## config.mk

```make
export PLATFORM = sky130hd
export DESIGN_NAME = clock_date_lcd_formatter
export DESIGN_NICKNAME = d
export VERILOG_FILES = /design/src/rtl/cdlf_pkg.sv /design/src/rtl/clock_date_lcd_formatter.sv /design/src/rtl/cdlf_front.sv /design/src/rtl/cdlf_queue.sv /design/src/rtl/cdlf_back.sv
export SDC_FILE = /design/constraint.sdc
export NUM_CORES = 1
export LEC_CHECK = 0
export BUFFER_PORTS_ARGS = -buffer_cell sky130_fd_sc_hd__buf_2
export CORE_ASPECT_RATIO = 0.75
export CORE_MARGIN = 2
export CORE_UTILIZATION = 40
export CTS_CLUSTER_DIAMETER = 100
export DETAILED_ROUTE_END_ITERATION = 16
export PLACE_DENSITY_LB_ADDON = 0.2
export SLEW_MARGIN = 5
export SYNTH_ARGS = -nofsm -noshare
export SYNTH_HDL_FRONTEND = slang
export SYNTH_SLANG_ARGS = --single-unit
export TNS_END_PERCENT = 30
```

## constraint.sdc

```tcl
create_clock -name clk_i -period 6.81 [get_ports clk_i]
set_input_delay 1.362 -clock clk_i [delete_from_list [all_inputs] [get_ports clk_i]]
set_output_delay 1.362 -clock clk_i [all_outputs]
set_load 0.05 [all_outputs]
```

## src/rtl/cdlf_pkg.sv

```systemverilog
// Shared types, constants and digit helpers for the clock/date LCD formatter.
package cdlf_pkg;

  // Input stream packing (lowest bit first)
  localparam int unsigned InDataW  = 40;
  localparam int unsigned OutDataW = 8;

  // One snapshot after classification: digits ready for the display sequencer
  typedef struct packed {
    logic       is24;
    logic       pm;
    logic [3:0] hour_t;
    logic [3:0] hour_u;
    logic [3:0] min_t;
    logic [3:0] min_u;
    logic [3:0] sec_t;
    logic [3:0] sec_u;
    logic [3:0] day_t;
    logic [3:0] day_u;
    logic [3:0] mon_t;
    logic [3:0] mon_u;
    logic       century;
    logic [3:0] year_t;
    logic [3:0] year_u;
    logic       alarm;
  } rec_t;

  // LCD command and character codes
  localparam logic [7:0] CmdRow0   = 8'h80;
  localparam logic [7:0] CmdRow1   = 8'hC0;
  localparam logic [3:0] ColMask   = 4'hF;
  localparam logic [3:0] ColAmPm   = 4'd12;
  localparam logic [3:0] ColTime12 = 4'd3;
  localparam logic [3:0] ColTime24 = 4'd4;
  localparam logic [3:0] ColDate   = 4'd3;
  localparam logic [7:0] AsciiZero = 8'd48;
  localparam logic [7:0] ChA       = 8'h41;
  localparam logic [7:0] ChP       = 8'h50;
  localparam logic [7:0] ChM       = 8'h4D;
  localparam logic [7:0] ChColon   = 8'h3A;
  localparam logic [7:0] ChSpace   = 8'h20;
  localparam logic [7:0] ChStar    = 8'h2A;
  localparam logic [7:0] ChTwo     = 8'h32;
  localparam logic [4:0] HalfDay   = 5'd12;
  localparam logic [6:0] Century   = 7'd100;

  // Sequencer slots of one run
  localparam int unsigned StepW = 5;
  localparam logic [StepW-1:0] StepAmPmCursor = 5'd0;
  localparam logic [StepW-1:0] StepAmPm       = 5'd1;
  localparam logic [StepW-1:0] StepM          = 5'd2;
  localparam logic [StepW-1:0] StepTimeCursor = 5'd3;
  localparam logic [StepW-1:0] StepHourT      = 5'd4;
  localparam logic [StepW-1:0] StepHourU      = 5'd5;
  localparam logic [StepW-1:0] StepColon0     = 5'd6;
  localparam logic [StepW-1:0] StepMinT       = 5'd7;
  localparam logic [StepW-1:0] StepMinU       = 5'd8;
  localparam logic [StepW-1:0] StepColon1     = 5'd9;
  localparam logic [StepW-1:0] StepSecT       = 5'd10;
  localparam logic [StepW-1:0] StepSecU       = 5'd11;
  localparam logic [StepW-1:0] StepDateCursor = 5'd12;
  localparam logic [StepW-1:0] StepDayT       = 5'd13;
  localparam logic [StepW-1:0] StepDayU       = 5'd14;
  localparam logic [StepW-1:0] StepColon2     = 5'd15;
  localparam logic [StepW-1:0] StepMonT       = 5'd16;
  localparam logic [StepW-1:0] StepMonU       = 5'd17;
  localparam logic [StepW-1:0] StepColon3     = 5'd18;
  localparam logic [StepW-1:0] StepYearK      = 5'd19;
  localparam logic [StepW-1:0] StepYearC      = 5'd20;
  localparam logic [StepW-1:0] StepYearT      = 5'd21;
  localparam logic [StepW-1:0] StepYearU      = 5'd22;
  localparam logic [StepW-1:0] StepSpace0     = 5'd23;
  localparam logic [StepW-1:0] StepSpace1     = 5'd24;
  localparam logic [StepW-1:0] StepStar       = 5'd25;

  // Split a value below 100 into tens and units (reciprocal multiply by 205/2048)
  function automatic logic [7:0] pair_digits(input logic [6:0] v);
    logic [14:0] prod;
    logic [3:0]  tens;
    logic [6:0]  units;
    prod  = 15'(v) * 15'd205;
    tens  = prod[14:11];
    units = v - 7'(tens) * 7'd10;
    return {tens, units[3:0]};
  endfunction

  // ASCII character of one decimal digit
  function automatic logic [7:0] digit_char(input logic [3:0] d);
    return AsciiZero + {4'b0000, d};
  endfunction

endpackage

```

## src/rtl/clock_date_lcd_formatter.sv

```systemverilog
// Top level of the clock/date LCD formatter: front end, snapshot queue, sequencer.
//
// Usage: each request on the s_axis channel is one time-and-date snapshot. The
// block answers with the HD44780-style byte run that shows it on the m_axis
// channel: tdata carries the byte, tuser is 1 for a character and 0 for a
// cursor command, tlast marks the final byte of the run.
// The one-bit hour format register is written through cfg_we_i/cfg_wdata_i
// (0 = 12-hour with AM/PM, 1 = 24-hour); write it only while no run is open.
// A request is written into the snapshot queue; the first byte of its run is then
// loaded from the queue head into the output register. A run is 23 or 26 bytes in
// 12-hour mode, 20 or 23 in 24-hour mode, the larger with the alarm marker; at one
// byte per cycle, unless the receiver stalls, the count sets the sustained rate.
// Requests keep being accepted while a run is emitted until the snapshot queue
// is full.
// Reset clears the format register to 12-hour mode and empties the queue and
// output register. When the receiver stalls, the output byte holds, the
// sequencer waits, and the queue fills before s_axis_tready drops.
module clock_date_lcd_formatter #(
  parameter int unsigned QueueDepth = 2
) (
  input  logic        clk_i,
  input  logic        rst_ni,
  // hour format register: bit 0 = hour_format
  input  logic        cfg_we_i,
  input  logic        cfg_wdata_i,
  input  logic        s_axis_tvalid,
  output logic        s_axis_tready,
  // [4:0] hour, [10:5] minute, [16:11] second, [21:17] day_of_month,
  // [25:22] month_number, [32:26] year_offset, [33] alarm_active, [39:34] zero
  input  logic [39:0] s_axis_tdata,
  output logic        m_axis_tvalid,
  input  logic        m_axis_tready,
  // [7:0] lcd_byte
  output logic [7:0]  m_axis_tdata,
  // [0] is_character
  output logic        m_axis_tuser,
  output logic        m_axis_tlast
);

  cdlf_pkg::rec_t push_rec;
  cdlf_pkg::rec_t head_rec;
  logic           push;
  logic           q_full;
  logic           q_valid;
  logic           pop;

  cdlf_front u_front (
    .clk_i      (clk_i),
    .rst_ni     (rst_ni),
    .cfg_we_i   (cfg_we_i),
    .cfg_wdata_i(cfg_wdata_i),
    .in_valid_i (s_axis_tvalid),
    .in_ready_o (s_axis_tready),
    .in_data_i  (s_axis_tdata),
    .q_full_i   (q_full),
    .push_o     (push),
    .push_rec_o (push_rec)
  );

  cdlf_queue #(
    .Depth(QueueDepth)
  ) u_queue (
    .clk_i     (clk_i),
    .rst_ni    (rst_ni),
    .push_i    (push),
    .push_rec_i(push_rec),
    .full_o    (q_full),
    .pop_i     (pop),
    .valid_o   (q_valid),
    .head_rec_o(head_rec)
  );

  cdlf_back u_back (
    .clk_i        (clk_i),
    .rst_ni       (rst_ni),
    .rec_valid_i  (q_valid),
    .rec_i        (head_rec),
    .pop_o        (pop),
    .out_valid_o  (m_axis_tvalid),
    .out_ready_i  (m_axis_tready),
    .out_byte_o   (m_axis_tdata),
    .out_is_char_o(m_axis_tuser),
    .out_last_o   (m_axis_tlast)
  );

endmodule

```

## src/rtl/cdlf_front.sv

```systemverilog
// Front end: hour format register, snapshot accept and digit classification.
module cdlf_front (
  input  logic                          clk_i,
  input  logic                          rst_ni,
  input  logic                          cfg_we_i,
  input  logic                          cfg_wdata_i,
  input  logic                          in_valid_i,
  output logic                          in_ready_o,
  input  logic [cdlf_pkg::InDataW-1:0]  in_data_i,
  input  logic                          q_full_i,
  output logic                          push_o,
  output cdlf_pkg::rec_t                push_rec_o
);

  logic       hour_format_q, hour_format_d;
  logic [4:0] hour;
  logic [5:0] minute;
  logic [5:0] second;
  logic [4:0] day;
  logic [3:0] month;
  logic [6:0] year;
  logic       alarm;
  logic [4:0] hour_disp;
  logic       pm;
  logic [6:0] year_low;
  logic       century;
  logic [7:0] hour_pair, min_pair, sec_pair, day_pair, mon_pair, year_pair;

  // Hold the display format until the next write
  assign hour_format_d = cfg_we_i ? cfg_wdata_i : hour_format_q;

  always_ff @(posedge clk_i or negedge rst_ni) begin
    if (!rst_ni) begin
      hour_format_q <= 1'b0;
    end else begin
      hour_format_q <= hour_format_d;
    end
  end

  // Unpack the request fields
  assign hour   = in_data_i[4:0];
  assign minute = in_data_i[10:5];
  assign second = in_data_i[16:11];
  assign day    = in_data_i[21:17];
  assign month  = in_data_i[25:22];
  assign year   = in_data_i[32:26];
  assign alarm  = in_data_i[33];

  // In 12-hour mode map the hour to 12-hour form with AM/PM; in 24-hour mode pass it on
  always_comb begin
    hour_disp = hour;
    pm        = 1'b0;
    if (!hour_format_q) begin
      if (hour == 5'd0) begin
        hour_disp = cdlf_pkg::HalfDay;
      end else if (hour == cdlf_pkg::HalfDay) begin
        pm = 1'b1;
      end else if (hour > cdlf_pkg::HalfDay) begin
        hour_disp = hour - cdlf_pkg::HalfDay;
        pm        = 1'b1;
      end
    end
  end

  // Year 2000..2127: hundreds digit is 0 or 1
  assign century  = (year >= cdlf_pkg::Century);
  assign year_low = century ? (year - cdlf_pkg::Century) : year;

  assign hour_pair = cdlf_pkg::pair_digits({2'b00, hour_disp});
  assign min_pair  = cdlf_pkg::pair_digits({1'b0, minute});
  assign sec_pair  = cdlf_pkg::pair_digits({1'b0, second});
  assign day_pair  = cdlf_pkg::pair_digits({2'b00, day});
  assign mon_pair  = cdlf_pkg::pair_digits({3'b000, month});
  assign year_pair = cdlf_pkg::pair_digits(year_low);

  // Build the queued record
  always_comb begin
    push_rec_o.is24    = hour_format_q;
    push_rec_o.pm      = pm;
    push_rec_o.hour_t  = hour_pair[7:4];
    push_rec_o.hour_u  = hour_pair[3:0];
    push_rec_o.min_t   = min_pair[7:4];
    push_rec_o.min_u   = min_pair[3:0];
    push_rec_o.sec_t   = sec_pair[7:4];
    push_rec_o.sec_u   = sec_pair[3:0];
    push_rec_o.day_t   = day_pair[7:4];
    push_rec_o.day_u   = day_pair[3:0];
    push_rec_o.mon_t   = mon_pair[7:4];
    push_rec_o.mon_u   = mon_pair[3:0];
    push_rec_o.century = century;
    push_rec_o.year_t  = year_pair[7:4];
    push_rec_o.year_u  = year_pair[3:0];
    push_rec_o.alarm   = alarm;
  end

  assign in_ready_o = !q_full_i;
  assign push_o     = in_valid_i && !q_full_i;

endmodule

```

## src/rtl/cdlf_queue.sv

```systemverilog
// Small register queue of classified snapshots between front and back end.
module cdlf_queue #(
  parameter int unsigned Depth = 2
) (
  input  logic           clk_i,
  input  logic           rst_ni,
  input  logic           push_i,
  input  cdlf_pkg::rec_t push_rec_i,
  output logic           full_o,
  input  logic           pop_i,
  output logic           valid_o,
  output cdlf_pkg::rec_t head_rec_o
);

  localparam int unsigned PtrW = (Depth > 1) ? $clog2(Depth) : 1;
  localparam int unsigned CntW = $clog2(Depth + 1);

  cdlf_pkg::rec_t      mem_q [Depth];
  logic [PtrW-1:0]     wr_ptr_q, wr_ptr_d;
  logic [PtrW-1:0]     rd_ptr_q, rd_ptr_d;
  logic [CntW-1:0]     count_q, count_d;
  logic                do_push, do_pop;

  assign full_o     = (count_q == CntW'(Depth));
  assign valid_o    = (count_q != '0);
  assign head_rec_o = mem_q[rd_ptr_q];
  assign do_push    = push_i && !full_o;
  assign do_pop     = pop_i && valid_o;

  // Advance pointers with wrap and track occupancy
  always_comb begin
    wr_ptr_d = wr_ptr_q;
    rd_ptr_d = rd_ptr_q;
    count_d  = count_q;
    if (do_push) begin
      wr_ptr_d = (wr_ptr_q == PtrW'(Depth - 1)) ? '0 : wr_ptr_q + 1'b1;
    end
    if (do_pop) begin
      rd_ptr_d = (rd_ptr_q == PtrW'(Depth - 1)) ? '0 : rd_ptr_q + 1'b1;
    end
    if (do_push && !do_pop) begin
      count_d = count_q + 1'b1;
    end else if (do_pop && !do_push) begin
      count_d = count_q - 1'b1;
    end
  end

  always_ff @(posedge clk_i or negedge rst_ni) begin
    if (!rst_ni) begin
      wr_ptr_q <= '0;
      rd_ptr_q <= '0;
      count_q  <= '0;
    end else begin
      wr_ptr_q <= wr_ptr_d;
      rd_ptr_q <= rd_ptr_d;
      count_q  <= count_d;
    end
  end

  // Store the pushed record
  always_ff @(posedge clk_i) begin
    if (do_push) begin
      mem_q[wr_ptr_q] <= push_rec_i;
    end
  end

  assert property (@(posedge clk_i) disable iff (!rst_ni) count_q <= CntW'(Depth))
    else $error("queue occupancy above depth");
  assert property (@(posedge clk_i) disable iff (!rst_ni)
                   (do_push && !do_pop) |=> (count_q == $past(count_q) + 1'b1))
    else $error("queue count missed a push");
  assert property (@(posedge clk_i) disable iff (!rst_ni)
                   (do_pop && !do_push) |=> (count_q == $past(count_q) - 1'b1))
    else $error("queue count missed a pop");

endmodule

```

## src/rtl/cdlf_back.sv

```systemverilog
// Back end: walks the display sequence of one snapshot into the output register.
module cdlf_back (
  input  logic                          clk_i,
  input  logic                          rst_ni,
  input  logic                          rec_valid_i,
  input  cdlf_pkg::rec_t                rec_i,
  output logic                          pop_o,
  output logic                          out_valid_o,
  input  logic                          out_ready_i,
  output logic [cdlf_pkg::OutDataW-1:0] out_byte_o,
  output logic                          out_is_char_o,
  output logic                          out_last_o
);

  logic [cdlf_pkg::StepW-1:0] step_q, step_d;
  logic [cdlf_pkg::StepW-1:0] slot;
  logic [cdlf_pkg::StepW-1:0] last_slot;
  logic                       out_valid_q, out_valid_d;
  logic [7:0]                 out_byte_q, byte_d;
  logic                       out_is_char_q, is_char_d;
  logic                       out_last_q;
  logic                       out_free;
  logic                       fire;
  logic                       at_last;

  // 24-hour runs skip the AM/PM slots
  assign slot = (step_q == cdlf_pkg::StepAmPmCursor && rec_i.is24) ?
                cdlf_pkg::StepTimeCursor : step_q;
  assign last_slot = rec_i.alarm ? cdlf_pkg::StepStar : cdlf_pkg::StepYearU;
  assign at_last   = (slot == last_slot);
  assign out_free  = !out_valid_q || out_ready_i;
  assign fire      = rec_valid_i && out_free;
  assign pop_o     = fire && at_last;

  // Decode the byte of the current slot
  always_comb begin
    is_char_d = 1'b1;
    byte_d    = cdlf_pkg::ChSpace;
    unique case (slot)
      cdlf_pkg::StepAmPmCursor: begin
        is_char_d = 1'b0;
        byte_d    = cdlf_pkg::CmdRow0 | {4'b0000, cdlf_pkg::ColAmPm & cdlf_pkg::ColMask};
      end
      cdlf_pkg::StepAmPm:   byte_d = rec_i.pm ? cdlf_pkg::ChP : cdlf_pkg::ChA;
      cdlf_pkg::StepM:      byte_d = cdlf_pkg::ChM;
      cdlf_pkg::StepTimeCursor: begin
        is_char_d = 1'b0;
        byte_d    = cdlf_pkg::CmdRow0 |
                    {4'b0000, (rec_i.is24 ? cdlf_pkg::ColTime24 : cdlf_pkg::ColTime12) &
                              cdlf_pkg::ColMask};
      end
      cdlf_pkg::StepHourT:  byte_d = cdlf_pkg::digit_char(rec_i.hour_t);
      cdlf_pkg::StepHourU:  byte_d = cdlf_pkg::digit_char(rec_i.hour_u);
      cdlf_pkg::StepColon0: byte_d = cdlf_pkg::ChColon;
      cdlf_pkg::StepMinT:   byte_d = cdlf_pkg::digit_char(rec_i.min_t);
      cdlf_pkg::StepMinU:   byte_d = cdlf_pkg::digit_char(rec_i.min_u);
      cdlf_pkg::StepColon1: byte_d = cdlf_pkg::ChColon;
      cdlf_pkg::StepSecT:   byte_d = cdlf_pkg::digit_char(rec_i.sec_t);
      cdlf_pkg::StepSecU:   byte_d = cdlf_pkg::digit_char(rec_i.sec_u);
      cdlf_pkg::StepDateCursor: begin
        is_char_d = 1'b0;
        byte_d    = cdlf_pkg::CmdRow1 | {4'b0000, cdlf_pkg::ColDate & cdlf_pkg::ColMask};
      end
      cdlf_pkg::StepDayT:   byte_d = cdlf_pkg::digit_char(rec_i.day_t);
      cdlf_pkg::StepDayU:   byte_d = cdlf_pkg::digit_char(rec_i.day_u);
      cdlf_pkg::StepColon2: byte_d = cdlf_pkg::ChColon;
      cdlf_pkg::StepMonT:   byte_d = cdlf_pkg::digit_char(rec_i.mon_t);
      cdlf_pkg::StepMonU:   byte_d = cdlf_pkg::digit_char(rec_i.mon_u);
      cdlf_pkg::StepColon3: byte_d = cdlf_pkg::ChColon;
      cdlf_pkg::StepYearK:  byte_d = cdlf_pkg::ChTwo;
      cdlf_pkg::StepYearC:  byte_d = cdlf_pkg::digit_char({3'b000, rec_i.century});
      cdlf_pkg::StepYearT:  byte_d = cdlf_pkg::digit_char(rec_i.year_t);
      cdlf_pkg::StepYearU:  byte_d = cdlf_pkg::digit_char(rec_i.year_u);
      cdlf_pkg::StepSpace0: byte_d = cdlf_pkg::ChSpace;
      cdlf_pkg::StepSpace1: byte_d = cdlf_pkg::ChSpace;
      cdlf_pkg::StepStar:   byte_d = cdlf_pkg::ChStar;
      default:              byte_d = cdlf_pkg::ChSpace;
    endcase
  end

  // Advance the slot, restart at the end of a run
  always_comb begin
    step_d      = step_q;
    out_valid_d = out_valid_q && !out_ready_i;
    if (fire) begin
      out_valid_d = 1'b1;
      step_d      = at_last ? cdlf_pkg::StepAmPmCursor : slot + 1'b1;
    end
  end

  always_ff @(posedge clk_i or negedge rst_ni) begin
    if (!rst_ni) begin
      step_q      <= cdlf_pkg::StepAmPmCursor;
      out_valid_q <= 1'b0;
    end else begin
      step_q      <= step_d;
      out_valid_q <= out_valid_d;
    end
  end

  // Load the output register
  always_ff @(posedge clk_i) begin
    if (fire) begin
      out_byte_q    <= byte_d;
      out_is_char_q <= is_char_d;
      out_last_q    <= at_last;
    end
  end

  assign out_valid_o   = out_valid_q;
  assign out_byte_o    = out_byte_q;
  assign out_is_char_o = out_is_char_q;
  assign out_last_o    = out_last_q;

  assert property (@(posedge clk_i) disable iff (!rst_ni)
                   (out_valid_q && !out_is_char_q) |-> out_byte_q[7])
    else $error("cursor command without command bit");
  assert property (@(posedge clk_i) disable iff (!rst_ni)
                   (out_valid_q && out_last_q) |-> out_is_char_q)
    else $error("run ends on a command byte");
  assert property (@(posedge clk_i) disable iff (!rst_ni)
                   step_q <= cdlf_pkg::StepStar)
    else $error("sequencer slot out of range");
  assert property (@(posedge clk_i) disable iff (!rst_ni)
                   pop_o |=> (step_q == cdlf_pkg::StepAmPmCursor))
    else $error("sequencer did not restart after a run");

endmodule

```

Yosys cells after proc, flatten, opt, wreduce, memory -nomap -nowiden
Memories as Yosys holds them, arrays and structs flattened.
Cells that the tools add are included.
{"block": "word_totals", "reg_bits": 21, "ram_bits": 86, "inputBits": 46, "output_inout_bits": 12, "elab_cells": 121, "n_memories": 1}
{"name": "u_queue.mem_q", "words": 2, "word_bits": 43, "rd": 1, "rd_ports_with_merged_regs": 0, "write_ports": 1, "line": "cdlf_queue.sv:18", "source": "cdlf_pkg::rec_t mem_q [Depth];"}
{"block": "classes", "n_addsub": 26, "n_mul": 12, "n_lt_le_gt_ge": 2, "eq_ne": 26, "mux": 23, "n_reduce_logical": 22}
{"op": "$pmux 8 s21", "count": 1}
{"op": "$add 6x4->7 const A", "count": 12}
{"op": "$eq 5x4->1 const B", "count": 9}
{"op": "$eq 5x5->1 const B", "count": 8}
{"op": "$mux 5", "count": 7}
{"op": "$mul 6x8->14 const B", "count": 2}
{"op": "$mul 5x8->13 const B", "count": 2}
{"op": "$sub 4x4->4", "count": 6}
{"op": "$eq 5x3->1 const B", "count": 4}
{"op": "$logic_not 5->1", "count": 3}
{"op": "$mul 7x8->15 const B", "count": 1}
{"op": "$mul 4x8->12 const B", "count": 1}
{"op": "$eq 5x2->1 const B", "count": 2}
{"op": "$mux 1", "count": 10}
{"op": "$logic_and 1x1->1", "count": 9}
{"op": "$add 6x1->7 const A", "count": 1}
{"op": "$ge 7x7->1 const B", "count": 1}
{"op": "$mux 7", "count": 1}
{"op": "$sub 7x7->7 const B", "count": 1}
{"op": "$mul 2x3->3 const B", "count": 2}
{"op": "$mul 3x3->3 const B", "count": 2}
{"op": "$add 5x1->5 const B", "count": 1}
{"op": "$eq 5x1->1 const B", "count": 1}
{"op": "$eq 5x5->1", "count": 1}
{"op": "other kinds (16)", "count": 23}

Longest topological paths before layout
Gate-level depths: netlist (run 1).
{"block": "depth", "ltp_word": 9, "depth_mapped": 25}

Cells and area by module
Synthesis (run 1) repeated with hierarchy kept, for this count alone.
{"block": "hier_totals", "cells_unflattened": 824, "area_unflattened_um2": 9851.9}
{"mod": "cdlf_front", "instances": 1, "cells_per_inst": 473, "area_per_inst_um2": 4221.5}
{"mod": "cdlf_queue", "instances": 1, "cells_per_inst": 181, "area_per_inst_um2": 4204.0}
{"mod": "cdlf_back", "instances": 1, "cells_per_inst": 170, "area_per_inst_um2": 1426.4}

Worst setup path before layout (run 1)
No wires, ideal clock.
{"block": "synth_path", "path_kind": "input to register", "startpoint": "input port s_axis_tdata[30]", "endpoint": "memory u_queue.mem_q[0][4] (netlist bit) (data pin)", "arrival_ns": 6.388, "slack_ns": 0.151, "cell_stages": 23, "path_buffers": 0, "cell_sequence": "or3_4 a31oi_4 nor2_1 nand2_1 xor2_1 inv_1 ha_1 ha_1 fa_1 inv_1 fa_1 inv_1 ha_1 a21o_1 a221oi_1 a21bo_1 a21o_1 xor2_1 ha_1 inv_1 fa_1 xor2_1 xnor3_1"}
{"element": "start, declared", "line": "clock_date_lcd_formatter.sv:30", "source": "input logic [39:0] s_axis_tdata,"}
{"element": "end, declared", "line": "cdlf_queue.sv:18"}

==> results of run 1 <==
state kept, by name (all words and copies together) (netlist names):
signal                 cells
u_queue.wr_ptr_q           1
u_back.out_byte_o          8
u_back.step_q              5
u_queue.rd_ptr_q           1
u_queue.mem_q             86
u_back.out_valid_o         1
u_front.hour_format_q      1
u_back.out_last_o          1
u_back.out_is_char_o       1
u_queue.count_q            2
cells in the final DEF (no fill, tap or decap), types with 7 or more instances in the layout:
| cell | n |
|---|---|
| sky130_fd_sc_hd__buf_4 | 16 |
| sky130_fd_sc_hd__a21oi_1 | 26 |
| sky130_fd_sc_hd__nand2_1 | 35 |
| sky130_fd_sc_hd__xor2_1 | 17 |
| sky130_fd_sc_hd__dfrtp_1 | 11 |
| sky130_fd_sc_hd__nand2b_1 | 11 |
| sky130_fd_sc_hd__clkbuf_16 | 9 |
| sky130_fd_sc_hd__fa_1 | 29 |
| sky130_fd_sc_hd__or2_2 | 8 |
| sky130_fd_sc_hd__a31oi_1 | 7 |
| sky130_fd_sc_hd__mux2_2 | 10 |
| sky130_fd_sc_hd__inv_1 | 99 |
| sky130_fd_sc_hd__nor2_1 | 18 |
| sky130_fd_sc_hd__nand3_1 | 13 |
| sky130_fd_sc_hd__ha_1 | 152 |
| sky130_fd_sc_hd__nor3_1 | 7 |
| sky130_fd_sc_hd__xnor2_1 | 24 |
| sky130_fd_sc_hd__buf_2 | 51 |
| sky130_fd_sc_hd__o22ai_1 | 8 |
| sky130_fd_sc_hd__edfxtp_1 | 96 |
| sky130_fd_sc_hd__o21ai_0 | 22 |
| sky130_fd_sc_hd__a21o_1 | 14 |
| sky130_fd_sc_hd__mux2i_1 | 20 |
cell families (layout without fill, tap and decap cells):
group	count (synthesis)	in the layout
AO/OA/AOI/OAI	129	129
XOR/XNOR	45	45
adder cells (fa/ha/maj)	181	181
buffers and inverters	117	181
flip-flops	107	107
multiplexers	30	30
AND/OR/NAND/NOR	123	123
metrics by stage:
stage / setup slack, ps / cell area, sq um / instances / power, mW / setup TNS [ps]
2_1_floorplan: 151 / 8320 / 732 / 2.22 / 0
4_1_cts: 270 / 9280 / 1078 / 3.16 / 0
5_1_grt: 124 / 9310 / 1078 / 3.39 / 0
3_3_place_gp: 28.6 / 8990 / 1063 / 2.60 / 0
3_5_place_dp: -73.4 / 8990 / 1063 / 2.65 / -147
6_report: 463 / 9310 / 1078 / 3.15 / 0
routing by layer:
metal,track usage [%],part of all wire [%],vias up
li1,-,-,2764
met1,23.9,52,2679
met2,24.9,44,99
met3,2.46,3.9,8
met4,2.87,0.53,0
met5,0,0,-
cells in the mapped netlist, drive strengths merged, types with 11 or more instances:
library cell | n | share of area [%]
xnor2 | 25 | 2.6
a21o | 14 | 1.3
clkbuf | 14 | 0.63
dfrtp | 11 | 3.3
nand3 | 13 | 0.78
nand2 | 35 | 1.6
a21oi | 27 | 1.6
mux2i | 20 | 2.4
inv | 99 | 4.5
edfxtp | 96 | 35
fa | 29 | 7.0
ha | 152 | 23
o21ai | 24 | 1.4
xor2 | 19 | 2.0
nand2b | 11 | 0.83
nor2 | 20 | 0.90
timing repair:
| action | in CTS | in global routing |
|---|---|---|
| hold buffers | 0 | 0 |
| endpoints found under the setup margin | 0 | 2 |
| hold endpoints to repair | 0 | 0 |
| resized for setup | 0 | 6 |
power breakdown:
group | leakage, nW | switching, mW | internal [mW]
clock network | 0.136 | 0.215 | 0.282
registers | 1.02 | 0.117 | 1.04
logic | 3.10 | 0.921 | 0.575
final cells by class:
type / instances / area share (%)
Tap cell: 282 / 3.79
Inverter: 99 / 3.99
Clock inverter: 5 / 0.591
Multi-Input combinational cell: 508 / 51.2
Timing Repair Buffer: 67 / 4.03
Clock buffer: 10 / 2.46
Sequential cell: 107 / 33.9
worst reg2reg max path, cell delays in order (launching register included):
cell and delay (ps):
sky130_fd_sc_hd__dfrtp_1 460, sky130_fd_sc_hd__buf_4 230, sky130_fd_sc_hd__o32a_1 360, sky130_fd_sc_hd__nor2_1 80, sky130_fd_sc_hd__a21oi_1 70, sky130_fd_sc_hd__ha_1 300
sky130_fd_sc_hd__ha_1 340, sky130_fd_sc_hd__fa_1 470, sky130_fd_sc_hd__ha_1 320, sky130_fd_sc_hd__and4_1 220, sky130_fd_sc_hd__nand2_1 60, sky130_fd_sc_hd__or3_1 90
sky130_fd_sc_hd__nand3_1 80, sky130_fd_sc_hd__a221oi_1 420, sky130_fd_sc_hd__xnor2_1 210, sky130_fd_sc_hd__ha_1 190, sky130_fd_sc_hd__inv_1 50, sky130_fd_sc_hd__fa_1 390
sky130_fd_sc_hd__xor2_1 180, sky130_fd_sc_hd__xnor2_1 240
final timing paths:
kind,startpoint,end,slack [ps],depth (start not counted)
max in group asynchronous,rst_ni,u_back.step_q[3],5740,1
hold / removal,u_back.out_valid_o,u_back.out_valid_o,510,2
hold reg to reg,u_back.out_valid_o,u_back.out_valid_o,510,2
setup reg to reg,u_front.hour_format_q,u_queue.mem_q[1][38],1870,19
min in group asynchronous,rst_ni,u_back.step_q[0],870,1
setup / recovery,s_axis_tdata[30],u_queue.mem_q[0][4],460,24
==> summary.txt, run 1 <==
Floorplanning
  • Floorplan die width: 171 um
  • Initial Utilization: 41.0%
  • Total core area: 20300 sq um
  • IO Count: 58
  • Placement Rows: 45
  • Die area: 22000 sq um
  • Chip Height: 129 um

Layout
  • Synth-to-Final Area Change: 11.9%
  • Utilization of the core after routing: 45.8%
  • Diode count: 0
  • Proportion of layout cells with a drive suffix above 1: 13.9%
  • Total area of multi-input combinational cells: 4770 sq um
  • Layout net count: 1019
  • Layout filler cell count: 1880
  • Storage element area: 3160 sq um

Clock network
  • Num Clock Sinks: 107
  • Number of setup buffers added after CTS: 0
  • Skew-Pair Late Insertion Delay: 340 ps
  • Number of buffers on the longest clock path: 2
  • Total number of H-tree levels: 3
  • CTS Buf Count: 9
  • Clock tree from TritonCTS: done
  • Buffer cell driving the clock tree root: sky130_fd_sc_hd__clkbuf_16
  • Reg clk slew, reported paths: 70 ps

Route
  • Via-to-Cell Ratio: 5.15
  • Remaining number of nets flagged by the antenna check after routing: 0
  • Total DRC errors in the routed layout: 0
  • Post-Route WL: 16700 um
  • Drt initial violations: 362
  • Vias after detailed routing: 5550
  • Number of detailed-route iterations in the first pass: 5
  • Drt wl/cell: 15.5 um

Run
  • Number of max-cap violations: 0

Setup path
  • Library cell contributing the largest single delay on the critical path: sky130_fd_sc_hd__fa_1
  • Highest net fanout along the worst path: 5
  • CP delay by family, top: adder cells
  • Endpoint type of the worst setup path: flip-flop
  • Cells traversed along the worst timing path: buf_2 -> or3_4 -> a31oi_4 -> nor2_2 -> nand2_1 -> xor2_2 -> buf_4 -> xnor2_2 -> fa_1 -> ha_1 -> inv_1 -> fa_1 -> inv_1 -> ha_1 -> a21o_1 -> a221oi_2 -> a21bo_1 -> a21o_1 -> xor2_2 -> ha_1 -> inv_1 -> fa_1 -> xor2_1 -> xnor3_1
  • Buf+Inv Stages, Crit Path: 5
  • Peak per-stage delay on the critical path: 490 ps
  • Data arrival at the endpoint of the critical path: 6430 ps
  • Startpoint types: primary input
  • Data required, critical path: 6890 ps
  • Worst Path Class, Setup: primary input to flip-flop

Yosys
  • Yosys Warn Count: 0
  • Synth Area in Adders: 29.8%
  • Share of flip-flops with an asynchronous set or reset: 10.3%
  • Post-Synth XOR/XNOR Area: 4.90%
  • Number of synthesized register bits: 107
  • Cell area after synthesis: 8320 sq um
  • Fraction of the mapped netlist area in compound gates: 10.7%
  • Dominant combinational cell family by area after synthesis: adder cells
  • Share of synthesized area spent on multiplexers: 3.76%
  • Number of nets produced by synthesis: 959
  • Gate count of the mapped netlist: 732
  • Post-synthesis sequential area ratio: 37.9%
  • Fraction of the mapped netlist area in simple logic gates: 7.58%
  • Number of enable-type register cells in the synthesized netlist: 96
  • Yosys cell types: 58
  • Syn avg cell area: 11.4 sq um
  • Primary flip-flop cell chosen by synthesis mapping: sky130_fd_sc_hd__edfxtp_1

Global routing
  • Maximum number of pins on one net before global-route repair: 44
  • Aggregate global-route resource usage: 16.0%
  • Vias in the first global route: 5582
  • Initial antenna violation count: 0
  • Wire length of the first global-routing pass: 27700 um
  • Total congestion overflow after global routing: 0

STA
  • Number of pins exceeding their max-slew limit in the final report: 0
  • Post-layout minimum cycle time: 6350 ps
  • Final cycle utilization of the critical path: 93.2%
  • Transition at the pin with the smallest max-transition slack: 1080 ps
  • Slew Limit Headroom: 28.2%
  • Worst Hold Margin: 514 ps
  • Number of hold violations in the final report: 0
  • Maximum operating frequency: 0.158 GHz
  • Setup repair after global routing missed its margin: false
  • Setup clock skew after layout: 7.97 ps
  • Final setup violating endpoints: 0

Placed design
  • Post-DP HPWL: 13300 um
  • Number of I/O port buffers: 51
  • Final weighted congestion in routability-driven placement: 0.906

Power
  • Total power divided by cell area: 339 nW/um^2
  • Leakage component of the power: 4.26 nW
  • Worst vdd rail ir drop: 156 uV

Status
  • Run status: finished clean

Min path
  • Class of the tightest hold or removal check: flip-flop to flip-flop
No activity file was read; power rests on OpenSTA's default activity.
==> run 2: changes to the inputs <==
--- a/config.mk
+++ b/config.mk
@@ -7,7 +7,6 @@
 export LEC_CHECK = 0
 export BUFFER_PORTS_ARGS = -buffer_cell sky130_fd_sc_hd__buf_2
 export CORE_ASPECT_RATIO = 0.75
-export CORE_MARGIN = 2
 export CORE_UTILIZATION = 40
 export CTS_CLUSTER_DIAMETER = 100
 export DETAILED_ROUTE_END_ITERATION = 16
==> constraint.sdc (replaced) <==
create_clock -name clk_i -period 5.2 [get_ports clk_i]
set_input_delay 1.04 -clock clk_i [delete_from_list [all_inputs] [get_ports clk_i]]
set_output_delay 1.04 -clock clk_i [all_outputs]
set_load 0.05 [all_outputs]
==> run 2 against run 1 <==
Effect of this change: the flow now finishes with violations (setup timing); highest routed layer unchanged; critical path depth did not move; sequential power rose by 29%; setup slack got worse by 1100 ps; wire length rose by 7.3%; critical endpoint unchanged.
==> summary.txt, run 2 (same netlist as run 1, synthesis figures left out) <==
Status
  • Run status: complete, but fails checks (was finished clean)
  • Violations in the final reports: setup timing

STA
  • Final cycle utilization of the critical path: 112%
  • Post-layout minimum cycle time: 5810 ps
  • Setup clock skew after layout: 8.13 ps (was 7.97 ps)
  • Worst Hold Margin: 499 ps (was 514 ps)
  • Final setup violating endpoints: 6 (was 0)
  • Number of hold violations in the final report: 0 (unchanged)
  • Final setup margin: -611 ps (was 463 ps)
  • Setup repair after global routing missed its margin: true (was false)
  • Transition at the pin with the smallest max-transition slack: 1070 ps (was 1080 ps)
  • Number of pins exceeding their max-slew limit in the final report: 0 (unchanged)
  • Maximum operating frequency: 0.172 GHz
  • Slew Limit Headroom: 28.8% (was 28.2%)

Setup path
  • Startpoint types: primary input (unchanged)
  • Setup slack, reg-to-reg: 500 ps (was 1870 ps)
  • Startpoint of the lowest-slack register-to-register path: u_front.hour_format_q (unchanged)
  • Worst Path Class, Setup: primary input to flip-flop (unchanged)
  • Cells traversed along the worst timing path: buf_6 -> or3_4 -> a31oi_4 -> nor2_4 -> nand2_4 -> xor2_4 -> inv_2 -> ha_4 -> fa_1 -> ha_1 -> inv_2 -> fa_1 -> inv_2 -> ha_4 -> a21o_1 -> a221oi_2 -> a21bo_1 -> a21o_1 -> xor2_2 -> ha_2 -> inv_2 -> fa_2 -> xor2_1 -> xnor3_1 (was buf_2 -> or3_4 -> a31oi_4 -> nor2_2 -> nand2_1 -> xor2_2 -> buf_4 -> xnor2_2 -> fa_1 -> ha_1 -> inv_1 -> fa_1 -> inv_1 -> ha_1 -> a21o_1 -> a221oi_2 -> a21bo_1 -> a21o_1 -> xor2_2 -> ha_1 -> inv_1 -> fa_1 -> xor2_1 -> xnor3_1)
  • Highest net fanout along the worst path: 4 (was 5)
  • Most frequent cell on the critical path: sky130_fd_sc_hd__inv_2
  • Endpoint type of the worst setup path: flip-flop (unchanged)
  • RR Endpoint: u_queue.mem_q[1][38] (unchanged)
  • Peak per-stage delay on the critical path: 490 ps (about the same)
  • Library cell contributing the largest single delay on the critical path: sky130_fd_sc_hd__fa_1 (unchanged)
  • Worst Setup SP: s_axis_tdata[30] (unchanged)
  • Data required, critical path: 5290 ps (was 6890 ps)
  • Data arrival at the endpoint of the critical path: 5910 ps (was 6430 ps)
  • Worst Setup EP: u_queue.mem_q[0][4] (unchanged)
  • Worst r2r path cells: 18 (was 19)

Layout
  • Register with the most flip-flops: u_queue.mem_q (unchanged)
  • Layout net count: 1091 (was 1019)
  • Proportion of layout cells with a drive suffix above 1: 26.0% (was 13.9%)
  • Flip-flop count of the largest register after layout: 86 (unchanged)
  • Diode count: 0 (unchanged)
  • Most common library cell in the layout ignoring fill and taps: sky130_fd_sc_hd__ha_1 (unchanged)
  • Area of all placed cells without fillers: 10200 sq um (was 9310 sq um)
  • Synth-to-Final Area Change: 22.3% (was 11.9%)
  • Most used cells in the layout excluding fill and tap cells: sky130_fd_sc_hd__ha_1 (139), sky130_fd_sc_hd__edfxtp_1 (96), sky130_fd_sc_hd__inv_1 (92) (was sky130_fd_sc_hd__ha_1 (152), sky130_fd_sc_hd__inv_1 (99), sky130_fd_sc_hd__edfxtp_1 (96))
  • Layout filler cell count: 1787 (was 1880)

Power
  • Sequential share of power: 34.2% (was 36.8%)
  • Proportion of power drawn by the clock network: 15.0% (was 15.8%)
  • Leakage component of the power: 4.67 nW (was 4.26 nW)
  • Sw power: 1.75 mW (was 1.25 mW)
  • Total power divided by cell area: 431 nW/um^2 (was 339 nW/um^2)
  • Switching Fraction: 39.9% (was 39.7%)
  • Worst vdd rail ir drop: 187 uV (was 156 uV)
  • Total Power: 4.39 mW (was 3.15 mW)
  • Internal power component: 2.64 mW (was 1.90 mW)
  • Combinational fraction of design power: 50.8% (was 47.5%)

Floorplanning
  • Initial Utilization: 41.0% (unchanged)
  • Floorplan die width: 169 um (was 171 um)
  • IO Count: 58 (unchanged)
  • Chip Height: 127 um (was 129 um)
  • Placement Rows: 45 (unchanged)
  • Die area: 21400 sq um (was 22000 sq um)
  • Total core area: 20300 sq um (unchanged)

Route
  • Via-to-Cell Ratio: 5.15 (about the same)
  • Post-Route WL: 18000 um (was 16700 um)
  • Total DRC errors in the routed layout: 0 (unchanged)
  • Vias after detailed routing: 5923 (was 5550)
  • Drt wl/cell: 15.6 um (was 15.5 um)
  • Number of detailed-route iterations in the first pass: 5 (unchanged)
  • Drt initial violations: 368 (was 362)
  • Remaining number of nets flagged by the antenna check after routing: 0 (unchanged)

Clock network
  • Clock tree from TritonCTS: done (unchanged)
  • Skew-Pair Late Insertion Delay: 350 ps (was 340 ps)
  • Total number of H-tree levels: 3 (unchanged)
  • Number of buffers on the longest clock path: 2 (unchanged)
  • CTS Buf Count: 9 (unchanged)
  • Buffer cell driving the clock tree root: sky130_fd_sc_hd__clkbuf_16 (unchanged)
  • Reg clk slew, reported paths: 70 ps (about the same)
  • Num Clock Sinks: 107 (unchanged)

Global routing
  • Vias in the first global route: 6064 (was 5582)
  • Initial antenna violation count: 0 (unchanged)
  • Total congestion overflow after global routing: 0 (unchanged)
  • Maximum number of pins on one net before global-route repair: 44 (unchanged)
  • Wire length of the first global-routing pass: 30500 um (was 27700 um)
  • Aggregate global-route resource usage: 17.9% (was 16.0%)

Placed design
  • Post-DP HPWL: 14200 um (was 13300 um)
  • Number of I/O port buffers: 51 (unchanged)
  • Total cell area at the placement stage: 9480 sq um (was 8990 sq um)
  • Final weighted congestion in routability-driven placement: 0.935 (was 0.906)

Min path
  • Class of the tightest hold or removal check: flip-flop to flip-flop (unchanged)

Run
  • Number of max-cap violations: 0 (unchanged)
-- run 2: final cells by class --
class                   count  area, sq um  area share, %
repair buffers            139          948           9.31
well taps                 282          353           3.46
clock inverters             7         72.6          0.713
inverters                  99          372           3.65
flip-flops and latches    107         3160           31.0
clock buffers               9          225           2.21
multi-input cells         508         5050           49.6
-- run 2: critical path, delay by kind of cell --
family | cells | cell delay [ps]
compound gates | 5 | 1120
xor+xnor | 4 | 790
fa+ha+maj | 7 | 2110
buf+inv | 5 | 290
simple gates | 3 | 550
-- run 2: how the worst min path moves through the flow --
stage	from	end	slack, ps	cells past startpoint
after floorplan	u_front.hour_format_q	u_queue.mem_q[0][42]	440	0
after global placement	u_back.out_valid_o	u_back.out_valid_o	480	2
after CTS	u_back.out_valid_o	u_back.out_valid_o	500	2
after detailed placement	u_back.out_valid_o	u_back.out_valid_o	480	2
final	u_back.out_valid_o	u_back.out_valid_o	500	2
after global routing	u_back.out_valid_o	u_back.out_valid_o	510	2
-- run 2: layer usage --
layer | part of all wire (%) | vias to the layer above | wire length (um) | global-route usage [%]
li1 | - | 2908 | - | -
met1 | 48 | 2868 | 8670 | 24.8
met2 | 47 | 128 | 8430 | 29.7
met3 | 3.7 | 19 | 663 | 2.75
met4 | 1.1 | 0 | 196 | 3.80
met5 | 0 | - | 0 | 0
-- run 2: power groups by stage --
stage	logic, mW	registers [mW]	clock network, mW
after floorplan	1.33	1.60	0
after global placement	2.00	1.51	0
after detailed placement	2.07	1.52	0
after CTS	2.19	1.50	0.669
after global routing	2.49	1.53	0.700
final	2.23	1.50	0.660
-- run 2: stage by stage --
stage          setup WS, ps  std cells  utilization (%)  setup TNS (ps)
6_report               -611       1151             50.1           -2110
5_1_grt                -799       1151             50.1           -3500
4_1_cts                -633       1149             49.7           -2210
3_5_place_dp          -1140       1121             46.6          -12130
3_3_place_gp           -968       1121             46.6           -8760
2_1_floorplan          -809        732                -           -5120
-- run 2: repair_timing --
| action | in CTS | in global routing |
|---|---|---|
| setup buffers | 13 | 2 |
| gates resized for setup | 41 | 15 |
| pin swaps | 33 | 16 |
| hold buffers | 0 | 0 |
| setup endpoints to repair | 12 | 18 |
==> run 3: changes to the inputs <==
--- a/config.mk
+++ b/config.mk
@@ -5,6 +5,7 @@
 export SDC_FILE = /design/constraint.sdc
 export NUM_CORES = 1
 export LEC_CHECK = 0
+export ABC_AREA = 1
 export BUFFER_PORTS_ARGS = -buffer_cell sky130_fd_sc_hd__buf_2
 export CORE_ASPECT_RATIO = 0.75
 export CORE_UTILIZATION = 40
@@ -15,4 +16,4 @@
 export SYNTH_ARGS = -nofsm -noshare
 export SYNTH_HDL_FRONTEND = slang
 export SYNTH_SLANG_ARGS = --single-unit
-export TNS_END_PERCENT = 30
+export TNS_END_PERCENT = 5
==> run 3 against run 2 <==
Effect of this change: the run still ends with setup timing left; clock power rose by 2%; global-route usage fell by 0.93 points; clock skew fell by 2.4 ps; worst hold slack barely moved; wire length rose by 0.25%; sequential power fell by 3%; power rose by 5.3%; non-clock buffer count rose by 15; register-to-register slack improved by 130 ps; die area rose by 4.0%.
==> summary.txt, run 3 <==
Status
  • Run status: complete, but fails checks (unchanged)
  • Violations in the final reports: setup timing (unchanged)

STA
  • Setup TNS: -848 ps (was -2110 ps)
  • Setup repair after global routing missed its margin: true (unchanged)
  • Final setup margin: -229 ps (was -611 ps)
  • Slew Limit Headroom: 58.5% (was 28.8%)
  • Setup clock skew after layout: 5.75 ps (was 8.13 ps)
  • Transition at the pin with the smallest max-transition slack: 620 ps (was 1070 ps)
  • Maximum operating frequency: 0.184 GHz (was 0.172 GHz)
  • Number of pins exceeding their max-slew limit in the final report: 0 (unchanged)
  • Final cycle utilization of the critical path: 104% (was 112%)
  • Number of hold violations in the final report: 0 (unchanged)
  • Post-layout minimum cycle time: 5430 ps (was 5810 ps)
  • Final setup violating endpoints: 4 (was 6)
  • Worst Hold Margin: 499 ps (about the same)

Layout
  • Proportion of layout cells with a drive suffix above 1: 23.4% (was 26.0%)
  • Most common library cell in the layout ignoring fill and taps: sky130_fd_sc_hd__nand2_1 (was sky130_fd_sc_hd__ha_1)
  • Utilization of the core after routing: 50.3% (was 50.1%)
  • Layout filler cell count: 2016 (was 1787)
  • Register with the most flip-flops: u_queue.mem_q (unchanged)
  • Flip-flop count of the largest register after layout: 86 (unchanged)
  • Most used cells in the layout excluding fill and tap cells: sky130_fd_sc_hd__nand2_1 (168), sky130_fd_sc_hd__inv_1 (163), sky130_fd_sc_hd__ha_1 (140) (was sky130_fd_sc_hd__ha_1 (139), sky130_fd_sc_hd__edfxtp_1 (96), sky130_fd_sc_hd__inv_1 (92))
  • Diode count: 0 (unchanged)
  • Non-filler instance count after layout: 1379 (was 1151)
  • Layout net count: 1313 (was 1091)
  • Area of all placed cells without fillers: 10600 sq um (was 10200 sq um)
  • Synth-to-Final Area Change: 22.8% (was 22.3%)

Yosys
  • Number of synthesized register bits: 107 (unchanged)
  • Gate count of the mapped netlist: 930 (was 732)
  • Ranking of synthesized cells by instance count: sky130_fd_sc_hd__nand2_1 (176), sky130_fd_sc_hd__inv_1 (172), sky130_fd_sc_hd__ha_1 (152) (was sky130_fd_sc_hd__ha_1 (152), sky130_fd_sc_hd__inv_1 (99), sky130_fd_sc_hd__edfxtp_1 (96))
  • Fraction of post-synthesis cell area in the top cell type by area: 33.3% (was 34.6%)
  • Count leader, synth: sky130_fd_sc_hd__nand2_1 (was sky130_fd_sc_hd__ha_1)
  • Post-synthesis sequential area ratio: 36.4% (was 37.9%)
  • Share of flip-flops with an asynchronous set or reset: 10.3% (unchanged)
  • Post-synthesis cell type with the largest combined area: sky130_fd_sc_hd__edfxtp_1 (unchanged)
  • Yosys Warn Count: 0 (unchanged)
  • Largest cells by area after synthesis: sky130_fd_sc_hd__edfxtp_1 (33%), sky130_fd_sc_hd__ha_1 (22%), sky130_fd_sc_hd__nand2_1 (7.6%), sky130_fd_sc_hd__inv_1 (7.5%), sky130_fd_sc_hd__fa_1 (6.7%) (was sky130_fd_sc_hd__edfxtp_1 (35%), sky130_fd_sc_hd__ha_1 (23%), sky130_fd_sc_hd__fa_1 (7.0%), sky130_fd_sc_hd__inv_1 (4.5%), sky130_fd_sc_hd__dfrtp_1 (3.3%))
  • Syn avg cell area: 9.32 sq um (was 11.4 sq um)
  • Cell area after synthesis: 8660 sq um (was 8320 sq um)
  • Number of nets produced by synthesis: 1157 (was 959)
  • Number of enable-type register cells in the synthesized netlist: 96 (unchanged)
  • Primary flip-flop cell chosen by synthesis mapping: sky130_fd_sc_hd__edfxtp_1 (unchanged)
  • Yosys cell types: 47 (was 58)

Setup path
  • Library cell contributing the largest single delay on the critical path: sky130_fd_sc_hd__fa_1 (unchanged)
  • Worst Setup SP: s_axis_tdata[29] (was s_axis_tdata[30])
  • Peak per-stage delay on the critical path: 510 ps (was 490 ps)
  • Worst Path Class, Setup: primary input to flip-flop (unchanged)
  • Startpoint types: primary input (unchanged)
  • CP delay by family, top: adder cells (unchanged)
  • Buf+Inv Stages, Crit Path: 9 (was 5)
  • Highest net fanout along the worst path: 4 (unchanged)
  • Endpoint type of the worst setup path: flip-flop (unchanged)
  • Data arrival at the endpoint of the critical path: 5530 ps (was 5910 ps)
  • Data required, critical path: 5300 ps (was 5290 ps)
  • Startpoint of the lowest-slack register-to-register path: u_front.hour_format_q (unchanged)

Route
  • Number of detailed-route iterations in the first pass: 5 (unchanged)
  • Post-Route WL: 18000 um (about the same)
  • Total DRC errors in the routed layout: 0 (unchanged)
  • Drt wl/cell: 13.1 um (was 15.6 um)
  • Via-to-Cell Ratio: 4.73 (was 5.15)
  • Vias after detailed routing: 6522 (was 5923)
  • Remaining number of nets flagged by the antenna check after routing: 0 (unchanged)
  • Drt initial violations: 397 (was 368)

Floorplanning
  • Chip Height: 129 um (was 127 um)
  • Floorplan die width: 172 um (was 169 um)
  • Placement Rows: 46 (was 45)
  • Total core area: 21200 sq um (was 20300 sq um)
  • Die area: 22300 sq um (was 21400 sq um)
  • IO Count: 58 (unchanged)
  • Initial Utilization: 40.9% (was 41.0%)

Power
  • Total power divided by cell area: 435 nW/um^2 (was 431 nW/um^2)
  • Worst vdd rail ir drop: 181 uV (was 187 uV)
  • Total Power: 4.63 mW (was 4.39 mW)
  • Leakage component of the power: 5.29 nW (was 4.67 nW)

Clock network
  • Clock tree from TritonCTS: done (unchanged)
  • Num Clock Sinks: 107 (unchanged)
  • Total number of H-tree levels: 3 (unchanged)
  • Hold-fix buffers, CTS: 0 (unchanged)
  • Buffer cell driving the clock tree root: sky130_fd_sc_hd__clkbuf_16 (unchanged)
  • Reg clk slew, reported paths: 70 ps (about the same)
  • Skew-Pair Late Insertion Delay: 340 ps (was 350 ps)
  • Number of buffers on the longest clock path: 2 (unchanged)
  • CTS Buf Count: 9 (unchanged)

Placed design
  • Minimum setup slack after placement: -740 ps (was -1140 ps)
  • Total cell area at the placement stage: 9970 sq um (was 9480 sq um)
  • Number of I/O port buffers: 51 (unchanged)
  • Final weighted congestion in routability-driven placement: 0.898 (was 0.935)
  • Post-DP HPWL: 14200 um (about the same)
  • Cells after DPL: 1346 (was 1121)

Global routing
  • Initial antenna violation count: 0 (unchanged)
  • Aggregate global-route resource usage: 17.0% (was 17.9%)
  • Vias in the first global route: 6050 (was 6064)
  • Total congestion overflow after global routing: 0 (unchanged)
  • Wire length of the first global-routing pass: 29700 um (was 30500 um)
  • Maximum number of pins on one net before global-route repair: 32 (was 44)

Run
  • Number of max-cap violations: 0 (unchanged)

Min path
  • Class of the tightest hold or removal check: flip-flop to flip-flop (unchanged)
  • Startpoint of the most critical hold path: u_back.out_valid_o (unchanged)
run 3: final timing paths:
kind / slack (ps) / to / depth (start not counted)
setup / recovery: -230 / u_queue.mem_q[0][4] / 33
hold / removal: 500 / u_back.out_valid_o / 2
setup reg to reg: 630 / u_queue.mem_q[0][38] / 22
hold reg to reg: 500 / u_back.out_valid_o / 2
max in group asynchronous: 4440 / u_back.step_q[3] / 1
min in group asynchronous: 560 / u_queue.count_q[1] / 1
run 3: routing by layer:
layer	wire length [um]	part of all wire, %	GRT usage (%)
met1	9380	52	25.4
met2	7800	43	26.3
met3	757	4.2	2.35
met4	76	0.42	2.81
met5	0	0	0
run 3: worst min-delay path, stage by stage (launching register included):
cell and delay [ps]:
sky130_fd_sc_hd__dfrtp_1 340, sky130_fd_sc_hd__nand2_1 60, sky130_fd_sc_hd__nand3_1 60
run 3: cell type report:
| cell class | count | area, sq um | share of cell area, % |
|---|---|---|---|
| Multi-Input combinational cell | 634 | 5080 | 47.8 |
| Sequential cell | 107 | 3160 | 29.7 |
| Timing Repair Buffer | 154 | 1050 | 9.84 |
| Inverter | 180 | 692 | 6.50 |
| Tap cell | 288 | 360 | 3.39 |
| Clock buffer | 9 | 225 | 2.12 |
| Clock inverter | 7 | 76.3 | 0.717 |
run 3: cell families (layout without fill, tap and decap cells):
group	Yosys count	count (layout)	synth area share, %
AND/OR/NAND/NOR	321	321	16.2
buffers and inverters	189	350	8.29
XOR/XNOR	33	33	3.34
flip-flops	107	107	36.4
adder cells (fa/ha/maj)	181	181	28.6
AO/OA/AOI/OAI	99	99	7.12
run 3: what timing repair did:
action | in CTS | in global routing
setup buffers | 12 | 5
gates resized for setup | 26 | 22
gates cloned | 0 | 0
pin swaps | 32 | 24
setup endpoints to repair | 4 | 8
run 3: power by group:
group / internal (mW) / total [mW] / switching (mW)
Combinational: 0.978 / 2.50 / 1.52
Clock: 0.377 / 0.676 / 0.299
Sequential: 1.35 / 1.45 / 0.105
